===== src/rtl/sirf_pkg.sv =====
// Package for the sparse internal register file: transfer payload types,
// operation and status codes, and the fixed addresses of the named registers.
// Used by sirf_regs and sparse_internal_register_file; depends on nothing.
`timescale 1ns / 1ps

package sirf_pkg;

  // Operation codes carried in the operation field.
  localparam logic [1:0] OP_WRITE     = 2'd0;
  localparam logic [1:0] OP_READ      = 2'd1;
  localparam logic [1:0] OP_PTR_RESET = 2'd2;

  // Result status codes.
  typedef enum logic [1:0] {
    ST_HIT   = 2'd0,
    ST_ALLOC = 2'd1,
    ST_FULL  = 2'd2,
    ST_MISS  = 2'd3
  } status_t;

  // Named registers: buffer-zero base, buffer-one base, buffer-zero pointer,
  // buffer-one pointer, PM base and PM mask, in that order.
  localparam int unsigned NAMED_COUNT = 6;
  localparam int unsigned NAMED_IDX_W = 3;
  localparam logic [NAMED_IDX_W-1:0] BB1_BASE_IDX = 3'd1;
  localparam logic [NAMED_IDX_W-1:0] BB1_PTR_IDX  = 3'd3;

  localparam logic [31:0] NAMED_ADDR [NAMED_COUNT] = '{
    32'hFFFF_FF0C, 32'hFFFF_FF1C, 32'hFFFF_FF2C,
    32'hFFFF_FF3C, 32'hFFFF_FF6C, 32'hFFFF_FF7C
  };

  // Request payload.
  typedef struct packed {
    logic [1:0]  operation;
    logic [31:0] reg_address;
    logic [31:0] write_data;
  } in_item_t;

  // Response payload.
  typedef struct packed {
    logic [31:0] read_data;
    status_t     status;
  } out_item_t;

endpackage


===== src/rtl/sirf_regs.sv =====
// Register storage of the sparse internal register file: six named registers,
// the learned overflow table with its fill count, the parallel address match
// and the state update. Depends on sirf_pkg.
`timescale 1ns / 1ps

module sirf_regs #(
  parameter int unsigned OVERFLOW_DEPTH = 16
) (
  input  logic               clk,
  input  logic               rst,
  input  logic               fire,
  input  sirf_pkg::in_item_t item,
  output sirf_pkg::out_item_t result
);

  localparam int unsigned COUNT_W = $clog2(OVERFLOW_DEPTH + 1);
  localparam int unsigned IDX_W   = (OVERFLOW_DEPTH > 1) ? $clog2(OVERFLOW_DEPTH) : 1;

  logic [31:0] named_values [sirf_pkg::NAMED_COUNT];
  logic [31:0] learned_addresses [OVERFLOW_DEPTH];
  logic [31:0] learned_values [OVERFLOW_DEPTH];
  logic [COUNT_W-1:0] learned_count;

  logic [sirf_pkg::NAMED_COUNT-1:0] named_hit;
  logic [OVERFLOW_DEPTH-1:0]        learned_hit;
  logic [31:0] hit_value;
  logic        hit;
  logic        full;
  logic        do_alloc;
  logic [IDX_W-1:0] alloc_idx;

  // Parallel compare against every named address and every filled slot.
  // Matches are exclusive, so the hit value is an OR of the masked entries.
  always_comb begin
    hit_value = '0;
    for (int k = 0; k < sirf_pkg::NAMED_COUNT; k++) begin
      named_hit[k] = (item.reg_address == sirf_pkg::NAMED_ADDR[k]);
      hit_value    = hit_value | (named_values[k] & {32{named_hit[k]}});
    end
    for (int i = 0; i < OVERFLOW_DEPTH; i++) begin
      learned_hit[i] = (COUNT_W'(i) < learned_count) &&
                       (learned_addresses[i] == item.reg_address);
      hit_value      = hit_value | (learned_values[i] & {32{learned_hit[i]}});
    end
  end

  assign hit       = (|named_hit) || (|learned_hit);
  assign full      = (learned_count == COUNT_W'(OVERFLOW_DEPTH));
  assign alloc_idx = learned_count[IDX_W-1:0];
  assign do_alloc  = fire && (item.operation == sirf_pkg::OP_WRITE) && !hit && !full;

  // Result of the operation, taken from the state before the update.
  always_comb begin
    result.read_data = '0;
    result.status    = sirf_pkg::ST_HIT;
    case (item.operation)
      sirf_pkg::OP_WRITE: begin
        if (hit) begin
          result.status = sirf_pkg::ST_HIT;
        end else if (full) begin
          result.status = sirf_pkg::ST_FULL;
        end else begin
          result.status = sirf_pkg::ST_ALLOC;
        end
      end
      sirf_pkg::OP_READ: begin
        if (hit) begin
          result.read_data = hit_value;
        end else begin
          result.status = sirf_pkg::ST_MISS;
        end
      end
      sirf_pkg::OP_PTR_RESET: begin
        result.read_data = named_values[sirf_pkg::BB1_BASE_IDX];
      end
      default: begin
        result.read_data = '0;
        result.status    = sirf_pkg::ST_HIT;
      end
    endcase
  end

  // Named registers and fill count.
  always_ff @(posedge clk) begin
    if (rst) begin
      for (int k = 0; k < sirf_pkg::NAMED_COUNT; k++) begin
        named_values[k] <= '0;
      end
      learned_count <= '0;
    end else if (fire) begin
      if (item.operation == sirf_pkg::OP_WRITE) begin
        for (int k = 0; k < sirf_pkg::NAMED_COUNT; k++) begin
          if (named_hit[k]) begin
            named_values[k] <= item.write_data;
          end
        end
      end else if (item.operation == sirf_pkg::OP_PTR_RESET) begin
        named_values[sirf_pkg::BB1_PTR_IDX] <= named_values[sirf_pkg::BB1_BASE_IDX];
      end
      if (do_alloc) begin
        learned_count <= learned_count + COUNT_W'(1);
      end
    end
  end

  // Learned table: write hits update in place, a write miss fills the next slot unless the table is full.
  always_ff @(posedge clk) begin
    if (fire && (item.operation == sirf_pkg::OP_WRITE)) begin
      for (int i = 0; i < OVERFLOW_DEPTH; i++) begin
        if (learned_hit[i]) begin
          learned_values[i] <= item.write_data;
        end
      end
    end
    if (do_alloc) begin
      learned_addresses[alloc_idx] <= item.reg_address;
      learned_values[alloc_idx]    <= item.write_data;
    end
  end

endmodule


===== src/rtl/sparse_internal_register_file.sv =====
// Top level of the sparse internal register file: input register, result
// register and the valid/ready control around them. Depends on sirf_pkg
// and sirf_regs.
`timescale 1ns / 1ps

// A sparse 32-bit register space with six named registers at fixed addresses
// and an overflow table of OVERFLOW_DEPTH slots that learns new addresses in
// order of first write. Every request gives exactly one response. A request
// is held in an input register and resolved from there into the result
// register, so the block takes one request per cycle while the output side
// is not stalled. Between the two registers lie the parallel compare of the
// address against the six named addresses and every filled slot and the
// value select. No clearing pass is needed after reset: a slot counts only
// once it is filled. A write that misses with the table full changes nothing
// and reports it.

module sparse_internal_register_file #(
  parameter int unsigned OVERFLOW_DEPTH = 16
) (
  input  logic                clk,
  input  logic                rst,
  input  logic                in_valid,
  output logic                in_ready,
  input  sirf_pkg::in_item_t  in_item,
  output logic                out_valid,
  input  logic                out_ready,
  output sirf_pkg::out_item_t out_item
);

  sirf_pkg::in_item_t  req;
  logic                req_valid;
  sirf_pkg::out_item_t result;
  logic                fire;

  // A held request is resolved when the result register is free or draining.
  assign fire     = req_valid && (!out_valid || out_ready);
  assign in_ready = !req_valid || fire;

  // Input register.
  always_ff @(posedge clk) begin
    if (rst) begin
      req_valid <= 1'b0;
    end else if (in_ready) begin
      req_valid <= in_valid;
    end
  end

  always_ff @(posedge clk) begin
    if (in_ready && in_valid) begin
      req <= in_item;
    end
  end

  sirf_regs #(
    .OVERFLOW_DEPTH(OVERFLOW_DEPTH)
  ) u_regs (
    .clk    (clk),
    .rst    (rst),
    .fire   (fire),
    .item   (req),
    .result (result)
  );

  // Result register.
  always_ff @(posedge clk) begin
    if (rst) begin
      out_valid <= 1'b0;
    end else if (fire) begin
      out_valid <= 1'b1;
    end else if (out_ready) begin
      out_valid <= 1'b0;
    end
  end

  always_ff @(posedge clk) begin
    if (fire) begin
      out_item <= result;
    end
  end

endmodule

===== config.mk =====
export PLATFORM = sky130hd
export DESIGN_NAME = sparse_internal_register_file
export DESIGN_NICKNAME = d
export VERILOG_FILES = /design/src/rtl/sirf_pkg.sv /design/src/rtl/sirf_regs.sv /design/src/rtl/sparse_internal_register_file.sv
export SDC_FILE = /design/constraint.sdc
export NUM_CORES = 2
export LEC_CHECK = 0
export ABC_AREA = 1
export BUFFER_PORTS_ARGS = -buffer_cell sky130_fd_sc_hd__buf_2
export CAP_MARGIN = 20
export CELL_PAD_IN_SITES_DETAIL_PLACEMENT = 1
export CELL_PAD_IN_SITES_GLOBAL_PLACEMENT = 2
export CORE_UTILIZATION = 30
export CTS_CLUSTER_DIAMETER = 100
export CTS_CLUSTER_SIZE = 8
export DETAILED_ROUTE_END_ITERATION = 16
export PLACE_DENSITY_LB_ADDON = 0.1
export SYNTH_ARGS = -nofsm -noshare
export SYNTH_HDL_FRONTEND = slang
export SYNTH_HIERARCHICAL = 1
export SYNTH_SLANG_ARGS = --single-unit
export TNS_END_PERCENT = 1

===== constraint.sdc =====
create_clock -name clk -period 8 [get_ports clk]
set_input_delay 1.2 -clock clk [delete_from_list [all_inputs] [get_ports clk]]
set_output_delay 1.2 -clock clk [all_outputs]
set_load 0.01 [all_outputs]

==> reports/qor.csv <==
metric;value;unit
endpoint required time on the critical path;8.49;ns
total wirelength of the detailed-routed design;262;mm
asr flop ratio synth;0;
average wire length per cell after detail routing;31.6;um
RSZ-0062 raised after global routing;false;
Power Density;233;nW/um^2
CTS-repair resized insts;0;
transition time of the tightest slew-check pin;1.22;ns
share of synthesized cell area in full adder, half adder and majority cells;0.00151;
post-detail-place hpwl;167;mm
initial core utilization;0.302;
Sequential Area;39700;um^2
area of the core;192000;um^2
leading cell types by total area after synthesis;sky130_fd_sc_hd__edfxtp_1 (68%), sky130_fd_sc_hd__nand2_1 (12%), sky130_fd_sc_hd__nor2_1 (4.1%), sky130_fd_sc_hd__inv_1 (3.3%), sky130_fd_sc_hd__nand4_1 (2.5%);
commonest cells in the netlist;sky130_fd_sc_hd__nand2_1 (1889), sky130_fd_sc_hd__edfxtp_1 (1316), sky130_fd_sc_hd__nor2_1 (641), sky130_fd_sc_hd__inv_1 (509), sky130_fd_sc_hd__nand4_1 (236);
commonest register cell after synthesis;sky130_fd_sc_hd__edfxtp_1;
Cell Area, Synth;58100;um^2
via count;41928;
Crit path max-delay family;simple AND/OR/NAND/NOR gates;
WP buf/inv;3;
worst hold slack;0.503;ns
Post CTS Setup Buffer Count;0;
highest clock frequency the design can meet;191;MHz
depth of the critical timing path with buffers and inverters included;16;
crit-path cells;buf_4 -> inv_2 -> nand2_1 -> nand2_1 -> nand2_1 -> nor2_1 -> nand2_1 -> nor2_4 -> nand3_1 -> nand2_1 -> nor2_1 -> nand3_4 -> nor2_8 -> nand3_2 -> nor2_4 -> buf_4;
quantity of I/O buffers inserted on ports;105;
total of endpoints with negative setup slack in the final report;0;
horizontal extent of the die;442;um
launch instance of the worst register-to-register path;req[51];
Worst Skew;0.0389;ns
type of the worst setup path;reg -> reg;
final total negative setup slack;0;ns
placement row count;161;
CP max stage delay;0.79;ns
# DRC;0;
number of standard cells after synthesis;5491;
total area of multi-input combinational cells;15600;um^2
met3 Use GR;0.0311;
full die area;195000;um^2
# Max-Cap Violations;0;
Hold Path Origin;req_valid;
met2 usage in global routing;0.432;
FILL cells;21056;
met1 usage in global routing;0.380;
maximum number of pins on one net before global-route repair;44;
Peak VDD IR;0.168;mV
signal arrival time at the worst endpoint;5.71;ns
overflow left after global routing;0;
CTS Buffer Depth;3;
Synth Area in XOR/XNOR;0.0279;
worst hold path cell count;2;
clock tree from TritonCTS;done;
number of global-route vias before repair;41909;
most heavily used metal layer in global routing;met2;
slowest stage cell, crit path;sky130_fd_sc_hd__nor2_4;
cell accounting for the most synthesized area;sky130_fd_sc_hd__edfxtp_1;
placer congestion estimate;0.827;
FF-to-FF path depth;16;
H-tree depth;4;
part of the Yosys area used for sequential elements;0.683;
antenna violations before repair;26;
critical-path maximum fanout;31;
period utilization;0.653;
count of different cell masters after synthesis;39;
DRC violation total after the first TritonRoute iteration;4133;
origin of the worst setup path;req[51];
result of the run;finished, final reports clean;
via-per-instance ratio;5.05;
area fraction of the dominant cell type after synthesis;0.680;
DRT Pass-1 Iters;5;
clk slew on worst S/H paths;0.05;ns
multiplexer fraction of the synthesized cell area;0;
P&R area growth vs syn;15.9;%
Top-Level Pins;106;
type of the most critical hold path;reg -> reg;
number of nets in the layout;5813;
number of enable flip-flop cells after synthesis;1316;
number of max-slew violations in the final report;0;
global-route wire length before repair;356;mm
number of nets produced by synthesis;5568;
clk sink count;1323;
final hold violation count;0;
proportion of layout cells with a drive suffix above 1;0.102;
Critical Path Source Type;flop;
number of clock buffers inserted by TritonCTS;185;
insertion delay of the later-clocked pin in the worst-skew pair;0.84;ns
minimum period implied by the final worst setup slack;5.23;ns
Detail Route Antenna Nets;0;
buffer cell driving the clock tree root;sky130_fd_sc_hd__clkbuf_16;
most prevalent standard cell on the critical path;sky130_fd_sc_hd__nand2_1;
fraction of the mapped netlist area in compound gates;0.0195;
most repeated cell in the gate-level netlist after synthesis;sky130_fd_sc_hd__nand2_1;
Die Y;442;um
count of yosys warnings during synthesis;6;
Static Leakage;26.2;nW
cts-stage hold buffer count;0;
simple logic cell fraction of the synthesized area;0.213;
critical path capture point type;flop;
post-synthesis register bit count;1323;
remaining max-slew budget at the tightest pin;0.186;
average cell area after synthesis;10.6;um^2
largest family of logic cells by synthesized area;simple AND/OR/NAND/NOR gates;
Total GRT Usage;0.266;
==> state kept, by name (all words and copies together) (netlist names) <==
name	count
u_regs/learned_addresses	512
u_regs/learned_values	512
u_regs/named_values	192
req	66
out_item	34
u_regs/learned_count	5
out_valid	1
req_valid	1
==> power by group <==
group / switching [mW] / internal, mW / leakage (nW)
combinational: 0.563 / 0.139 / 11.6
sequential: 0.0770 / 7.72 / 12.2
clock: 3.01 / 4.16 / 2.41
==> cells in the final DEF (no fill, tap or decap), types with 4 or more instances in the layout <==
cell / count
sky130_fd_sc_hd__nor2_4: 41
sky130_fd_sc_hd__nand2_2: 12
sky130_fd_sc_hd__a21boi_0: 8
sky130_fd_sc_hd__nand3_1: 177
sky130_fd_sc_hd__ha_1: 6
sky130_fd_sc_hd__nand3_2: 7
sky130_fd_sc_hd__o21ai_0: 88
sky130_fd_sc_hd__clkbuf_1: 16
sky130_fd_sc_hd__nand2_1: 1879
sky130_fd_sc_hd__inv_6: 5
sky130_fd_sc_hd__edfxtp_1: 1316
sky130_fd_sc_hd__clkinv_1: 7
sky130_fd_sc_hd__buf_12: 7
sky130_fd_sc_hd__buf_4: 150
sky130_fd_sc_hd__o22ai_4: 6
sky130_fd_sc_hd__o21ai_4: 7
sky130_fd_sc_hd__nor2_1: 621
sky130_fd_sc_hd__nand4_1: 236
sky130_fd_sc_hd__a21oi_1: 81
sky130_fd_sc_hd__buf_2: 105
sky130_fd_sc_hd__inv_1: 503
sky130_fd_sc_hd__clkbuf_16: 188
sky130_fd_sc_hd__o21ai_1: 19
sky130_fd_sc_hd__dfxtp_1: 7
sky130_fd_sc_hd__nor3_1: 13
sky130_fd_sc_hd__xnor2_1: 146
sky130_fd_sc_hd__o211ai_1: 4
sky130_fd_sc_hd__xor2_1: 39
sky130_fd_sc_hd__diode_2: 7
sky130_fd_sc_hd__nor2_2: 9
sky130_fd_sc_hd__inv_2: 31
==> layout make-up <==
| type | instances | area share |
|---|---|---|
| diodes | 7 | 0.000260 |
| clock inverters | 12 | 0.00240 |
| clock buffers | 204 | 0.0708 |
| flip-flops and latches | 1323 | 0.589 |
| well taps | 2526 | 0.0469 |
| repair buffers | 266 | 0.0280 |
| multi-input cells | 3418 | 0.232 |
| inverters | 542 | 0.0303 |
==> per-layer routing <==
metal  vias to the layer above  share of wire
met1                     21844           0.46
li1                      18577              -
met2                      1257           0.47
met5                         -              0
met3                       250          0.051
met4                         0          0.018
==> cells by family (layout without fill, tap and decap cells) <==
family | Yosys count | in the layout
other | 0 | 7
DFF | 1323 | 1323
buffers and inverters | 750 | 1024
AOI/OAI and AO/OA | 217 | 217
adders and majority gates | 7 | 7
xor gates and xnor gates | 185 | 185
and+or+nand+nor | 3009 | 3009
==> stage by stage <==
stage / setup WS [ns] / util / cell area (um^2) / power [mW] / instances
2_1_floorplan: 1.60 / - / 58100 / 8.22 / 5491
3_3_place_gp: 2.88 / 0.323 / 62200 / 8.63 / 8066
3_5_place_dp: 2.75 / 0.324 / 62400 / 8.64 / 8074
4_1_cts: 2.74 / 0.350 / 67300 / 15.8 / 8290
5_1_grt: 2.58 / 0.350 / 67300 / 16.1 / 8292
6_report: 2.77 / 0.350 / 67300 / 15.7 / 8298
==> worst reg2reg max path, cell delays in order, from the launching register on <==
cell	delay (ns)
sky130_fd_sc_hd__edfxtp_1	0.32
sky130_fd_sc_hd__buf_4	0.51
sky130_fd_sc_hd__inv_2	0.53
sky130_fd_sc_hd__nand2_1	0.16
sky130_fd_sc_hd__nand2_1	0.12
sky130_fd_sc_hd__nand2_1	0.09
sky130_fd_sc_hd__nor2_1	0.05
sky130_fd_sc_hd__nand2_1	0.10
sky130_fd_sc_hd__nor2_4	0.12
sky130_fd_sc_hd__nand3_1	0.29
sky130_fd_sc_hd__nand2_1	0.08
sky130_fd_sc_hd__nor2_1	0.46
sky130_fd_sc_hd__nand3_4	0.18
sky130_fd_sc_hd__nor2_8	0.22
sky130_fd_sc_hd__nand3_2	0.43
sky130_fd_sc_hd__nor2_4	0.80
sky130_fd_sc_hd__buf_4	0.42
==> final timing paths <==
path	slack, ns	end
setup reg to reg	2.77	u_regs/learned_addresses[2][6]
hold reg to reg	0.50	req_valid
setup / recovery	2.77	u_regs/learned_addresses[2][6]
hold / removal	0.50	req_valid
(Power assumes the default switching activity.)
